### config.mk
export PLATFORM = sky130hd
export DESIGN_NAME = bvbm_cfg
export DESIGN_NICKNAME = d
export VERILOG_FILES = /design/src/bvbm_pkg.sv /design/src/bvbm_cfg.sv
export SDC_FILE = /design/constraint.sdc
export NUM_CORES = 1
export LEC_CHECK = 0
export BUFFER_PORTS_ARGS = -buffer_cell sky130_fd_sc_hd__clkbuf_2
export CORE_MARGIN = 3
export CORE_UTILIZATION = 43
export CTS_BUF_LIST = sky130_fd_sc_hd__clkbuf_8
export DETAILED_ROUTE_END_ITERATION = 16
export PLACE_DENSITY = 0.79
export SETUP_SLACK_MARGIN = 0.3
export SLEW_MARGIN = 15
export SYNTH_ARGS = -nofsm -noshare
export SYNTH_HDL_FRONTEND = slang
export SYNTH_SLANG_ARGS = --single-unit
### constraint.sdc
create_clock -name clk -period 1.95 [get_ports clk]
set_clock_uncertainty 0.2 [all_clocks]
set_input_delay 0.4875 -clock clk [delete_from_list [all_inputs] [get_ports clk]]
set_output_delay 0.4875 -clock clk [all_outputs]
set_load 0.005 [all_outputs]
### src/bvbm_pkg.sv
package bvbm_pkg;

	localparam int ADDR_W = 5;

	localparam logic [2:0] REG_ASSET_COUNT   = 3'd0;
	localparam logic [2:0] REG_INCOME_COUNT  = 3'd1;
	localparam logic [2:0] REG_PERIOD_COUNT  = 3'd2;
	localparam logic [2:0] REG_DISCOUNT      = 3'd3;
	localparam logic [2:0] REG_MISSING_VALUE = 3'd4;

	localparam logic [15:0] DISCOUNT_RESET = 16'd62259;
	localparam logic [31:0] MISSING_RESET  = 32'hFF9D_0000;

	localparam logic [31:0] LN2_Q32 = 32'd2977044472;

	localparam logic       FUNC_GRID = 1'b0;
	localparam logic       FUNC_CASH = 1'b1;

	localparam int SQ_STEPS = 16;

	typedef struct packed {
		logic        restart;
		logic [6:0]  asset_count;
		logic [4:0]  income_count;
		logic [7:0]  period_count;
		logic [15:0] discount;
		logic [31:0] missing_value;
	} cfg_t;

	typedef struct packed {
		logic valid;
		logic last;
	} tag_t;

endpackage

### src/bvbm_cfg.sv
module bvbm_cfg (
	input  logic                        clk,
	input  logic                        arst_n,
	input  logic                        psel,
	input  logic                        penable,
	input  logic                        pwrite,
	input  logic [bvbm_pkg::ADDR_W-1:0] paddr,
	input  logic [31:0]                 pwdata,
	output logic [31:0]                 prdata,
	output logic                        pready,
	output bvbm_pkg::cfg_t              cfg
);

	logic [6:0]  asset_count_q;
	logic [4:0]  income_count_q;
	logic [7:0]  period_count_q;
	logic [15:0] discount_q;
	logic [31:0] missing_value_q;
	logic        restart_q;
	logic        wr_en;
	logic [2:0]  reg_idx;

	assign pready  = 1'b1;
	assign wr_en   = psel & penable & pwrite;
	assign reg_idx = paddr[4:2];

	always_ff @(posedge clk or negedge arst_n) begin
		if (!arst_n) begin
			asset_count_q   <= 7'd1;
			income_count_q  <= 5'd1;
			period_count_q  <= 8'd1;
			discount_q      <= bvbm_pkg::DISCOUNT_RESET;
			missing_value_q <= bvbm_pkg::MISSING_RESET;
			restart_q       <= 1'b0;
		end else begin
			restart_q <= 1'b0;
			if (wr_en) begin
				unique case (reg_idx)
					bvbm_pkg::REG_ASSET_COUNT: begin
						asset_count_q <= pwdata[6:0];
						restart_q     <= 1'b1;
					end
					bvbm_pkg::REG_INCOME_COUNT: begin
						income_count_q <= pwdata[4:0];
						restart_q      <= 1'b1;
					end
					bvbm_pkg::REG_PERIOD_COUNT: begin
						period_count_q <= pwdata[7:0];
						restart_q      <= 1'b1;
					end
					bvbm_pkg::REG_DISCOUNT: begin
						discount_q <= pwdata[15:0];
					end
					bvbm_pkg::REG_MISSING_VALUE: begin
						missing_value_q <= pwdata;
					end
					default: begin
					end
				endcase
			end
		end
	end

	always_comb begin
		unique case (reg_idx)
			bvbm_pkg::REG_ASSET_COUNT:   prdata = {25'd0, asset_count_q};
			bvbm_pkg::REG_INCOME_COUNT:  prdata = {27'd0, income_count_q};
			bvbm_pkg::REG_PERIOD_COUNT:  prdata = {24'd0, period_count_q};
			bvbm_pkg::REG_DISCOUNT:      prdata = {16'd0, discount_q};
			bvbm_pkg::REG_MISSING_VALUE: prdata = missing_value_q;
			default:                     prdata = 32'd0;
		endcase
	end

	assign cfg.restart       = restart_q;
	assign cfg.asset_count   = asset_count_q;
	assign cfg.income_count  = income_count_q;
	assign cfg.period_count  = period_count_q;
	assign cfg.discount      = discount_q;
	assign cfg.missing_value = missing_value_q;

endmodule

* Word level (Yosys, flattened, before mapping)
Cells that the tools add are included.
** Word-level totals
- Bits in registers :: 69
- Input port bits :: 42
- Output and inout bits :: 102
- Word-level logic and storage cells :: 22
** Cells by class
- Eq/ne operators :: 4
- Muxes and demuxes :: 3
- Bitwise logic cells :: 2
- Reduce and logical (&&, ||, !) cells :: 7
** Operators with widths (number)
- $pmux 32 s5 :: 1
- $reduce_and 2->1 :: 5
- $eq 3x2->1 const B :: 2
- $eq 3x1->1 const B :: 1
- $eq 3x3->1 const B :: 1
- $logic_not 3->1 :: 1
- $reduce_or 3->1 :: 1
- $and 1x1->1 :: 2
- $mux 1 :: 2

* Logic depth before layout (Yosys ltp)
- Depth after elaboration :: 4
- Gate-level depth with buffers :: 5
- Gate-level depth less buffers :: 3

* Worst setup path before layout
No wires, ideal clock.
- Kind :: input -> output
- Start :: in paddr[4] (netlist name)
- End :: out prdata[16]
- Data arrival time :: 1.462 ns
- Data required time :: 1.262 ns
- Path slack :: -0.200 ns
- Cell stages on the path :: 4
- Buffers on the path :: 2
- Cells stage by stage :: clkbuf_2 > nor3b_2 > clkbuf_1 > and2_1
** On the way
- Word-level cells in the longest chain between the ends :: 2
- Elaborated cells between the ends (all ways) :: 6
- Classes of those cells :: 4 x eq/ne; 1 x mux; 1 x reduce/logical
** RTL lines
- start, declared :: RTL line bvbm_cfg.sv:7 : input logic [bvbm_pkg::ADDR_W-1:0] paddr,
- $eq 3x3->1 (tied with other cells) :: RTL line bvbm_cfg.sv:65 : unique case (reg_idx)
- $pmux 32 s5 * :: RTL line bvbm_cfg.sv:65
- end, declared :: RTL line bvbm_cfg.sv:9 : output logic [31:0] prdata,
Mark *: on every way between the ends. The rest lies on a longest branch, timed or not.

* Worst setup path in the final report
- Start :: in paddr[4] (netlist name)
- End :: out prdata[6]
The elaborated chain is that of the path after synthesis.

==> out/metrics.csv <==
metric,value,unit
outcome,"complete, but fails checks",
failing checks,setup timing,
Antenna diodes,0,
mux cell area share after synthesis,28.19,%
number of port buffers,140,
Final Max Tran Viols,0,
Synth Register Bits,69,
max cap viols,0,
post-route antenna net violation count,0,
Post-Synth XOR/XNOR Area,0,%
most frequent cell after synthesis,mux2_2,
Final min period,2116,ps
DR pass1 iterations,4,
core area,0.007019,mm^2
fillers,453,
Synth async-reset ratio,100.0,%
Final Hold Viols,0,
Die H,92.28,um
Clock Root Buffer,clkbuf_8,
drt total wl,9713,um
first-pass GRT wire length,14250,um
Synth Area in Simple Gates,8.757,%
fin worst setup slack,-166.3,ps
Layout Nets,463,
Post-synth EDFFs,0,
DRT iter0 DRCs,57,
Crit Path Category,input port to primary output,
CTS tree,done,
Mean Syn Cell Area,14.35,um^2
Yosys warning count,0,
share of layout cells above drive strength 1,80.75,%
critical path data arrival time,1430,ps
I/O Pins,144,
"Clk Latency, worst-skew pair",330,ps
synth cell count leaders,"69 x mux2_2, 43 x dfrtp_1, 26 x dfstp_2, 16 x and2_1",
vias per inst,5.073,
Max Freq,0.4725,GHz
"Seq/Total Area, Yosys",54.96,%
routability cong.,0.7827,
Lkg Pwr,2.651,nW
largest family of logic cells by synthesized area,multiplexers,
RSZ-0062 raised after global routing,true,
Multi-input gate area,0.001662,mm^2
Initial Utilization,45.60,%
Clock Sinks,69,
total grt overflow,0,
Die W,92.28,um
largest cells by area after synthesis,"dfrtp_1 34%, mux2_2 24%, dfstp_2 21%",
HPWL reported at the end of detailed placement,6359,um
area of the mapped netlist,0.003201,mm^2
"Cell Area, Placed",0.004517,mm^2
Worst Setup End Kind,primary output,
Yosys top cell area share,33.62,%
Reg area,0.001759,mm^2
die area,0.008515,mm^2
worst vdd ir,0.6040,mV
initial antenna violation count,0,
Yosys top cell by area,dfrtp_1,
setup_tns,-3173,ps
number of global-route vias before repair,2661,
vias after detailed routing,2648,
number of cells after detailed placement,481,
Critical Path Fanout Max,7,
adder-cell share of the synthesized area,0,%
compound-gate portion of the synthesized area,4.926,%
largest net degree at the start of global routing,70,
"Top FF cell, synth",dfrtp_1,
htree depth,3,
Cell Rows,30,
CTS Buf Count,9,
CP required,1260,ps
area delta synth->final,65.36,%
Final setup viols,32,
all-layer global routing usage,21.93,%
clock buffer depth,2,
crit start category,input port,
post-route insts no fill,522,
min-delay worst type,input port to flop,
pre-CTS WS,-280.9,ps
Post-Syn Nets,265,
post-layout util,75.40,%
post-route cell area,0.005293,mm^2
CTS clock-pin slew for the worst setup and hold paths,70,ps
part of the cycle the worst path needs,108.5,%
Mapped Cells,223,
PD cells,880.6,mW/mm^2
Synth cell types,33,
drt wl/cell,18.61,um
DRC,0,
-- metal layers --
metal  share of wire, %  wire, um  vias to the layer above  track usage (%)
li1                   -         -                     1201                -
met1                 42      4054                     1320            27.94
met2                 50      4870                      115            37.10
met3                6.5       632                       12            4.676
met4                1.6       155                        0            7.302
met5                  0         0                        -                0
-- area by class of cell --
class	count	area share [%]
clock buffer	9	2.340
clock inverter	7	2.175
inverter	1	0.07092
multi-input combinational	141	31.39
sequential	69	33.24
tap	96	2.269
timing repair buffer	199	28.51
-- cell usage in the layout, fill, tap and decap left out, types with 7 or more instances in the layout --
cell type	Yosys	final
a22o_1	8	8
and2_4	0	11
buf_12	0	8
buf_2	1	12
buf_4	4	33
buf_6	4	24
clkbuf_2	2	112
clkbuf_8	0	9
dfrtp_1	43	43
dfstp_2	26	26
mux2_2	69	17
mux2_4	0	56
mux2i_1	8	7
-- worst max-delay path, cell delays in order --
cell and delay [ps]:
clkbuf_16 130, nor3b_4 150, buf_6 120, buf_6 130
a32oi_1 170, o21ai_1 100, buf_2 140
-- final timing paths --
check                                 endpoint  slack (ps)        startpoint  depth (start not counted)
min in group asynchronous  missing_value_q[12]         530            arst_n                          3
max                                  prdata[6]        -170          paddr[4]                          7
min reg2reg                   asset_count_q[4]         340  asset_count_q[4]                          1
max reg2reg                     discount_q[12]         760    discount_q[12]                          3
min                                  restart_q         180          paddr[2]                          2
max in group asynchronous    income_count_q[0]         700            arst_n                          3
-- cell families (layout without fill, tap and decap cells) --
logic type	count (synthesis)	in the layout
AOI/OAI and AO/OA	20	20
buffers and inverters	13	216
DFF	69	69
muxes	81	81
other	1	1
and+or+nand+nor	39	39
-- sequential cells by signal, indices dropped and copies added, names as in the netlist --
signal / cells
restart_q: 1
missing_value_q: 32
income_count_q: 5
period_count_q: 8
asset_count_q: 7
discount_q: 16
-- where the power goes --
part           internal [mW]  total (mW)  switching [mW]  leakage, nW
registers               1.79        2.05           0.256        0.822
logic                  0.797        1.23           0.435         1.71
clock network          0.845        1.38           0.539        0.121
-- repair_timing --
action | in CTS | in global routing
hold endpoints to repair | 43 | 0
resized for setup | 32 | 42
setup endpoints to repair | 119 | 99
pin swaps | 8 | 13
gates cloned | 3 | 1
hold buffers | 1 | 0
setup buffers | 17 | 3
-- metrics by stage --
step / hold WS [ps] / total power, mW
3_5_place_dp: 328.9 / 3.101
4_1_cts: 160.2 / 4.585
6_report: 179.0 / 4.661
3_3_place_gp: 312.9 / 3.058
2_1_floorplan: -8.091 / 2.557
5_1_grt: 157.7 / 4.878
Power figures use the tool's default switching activity.
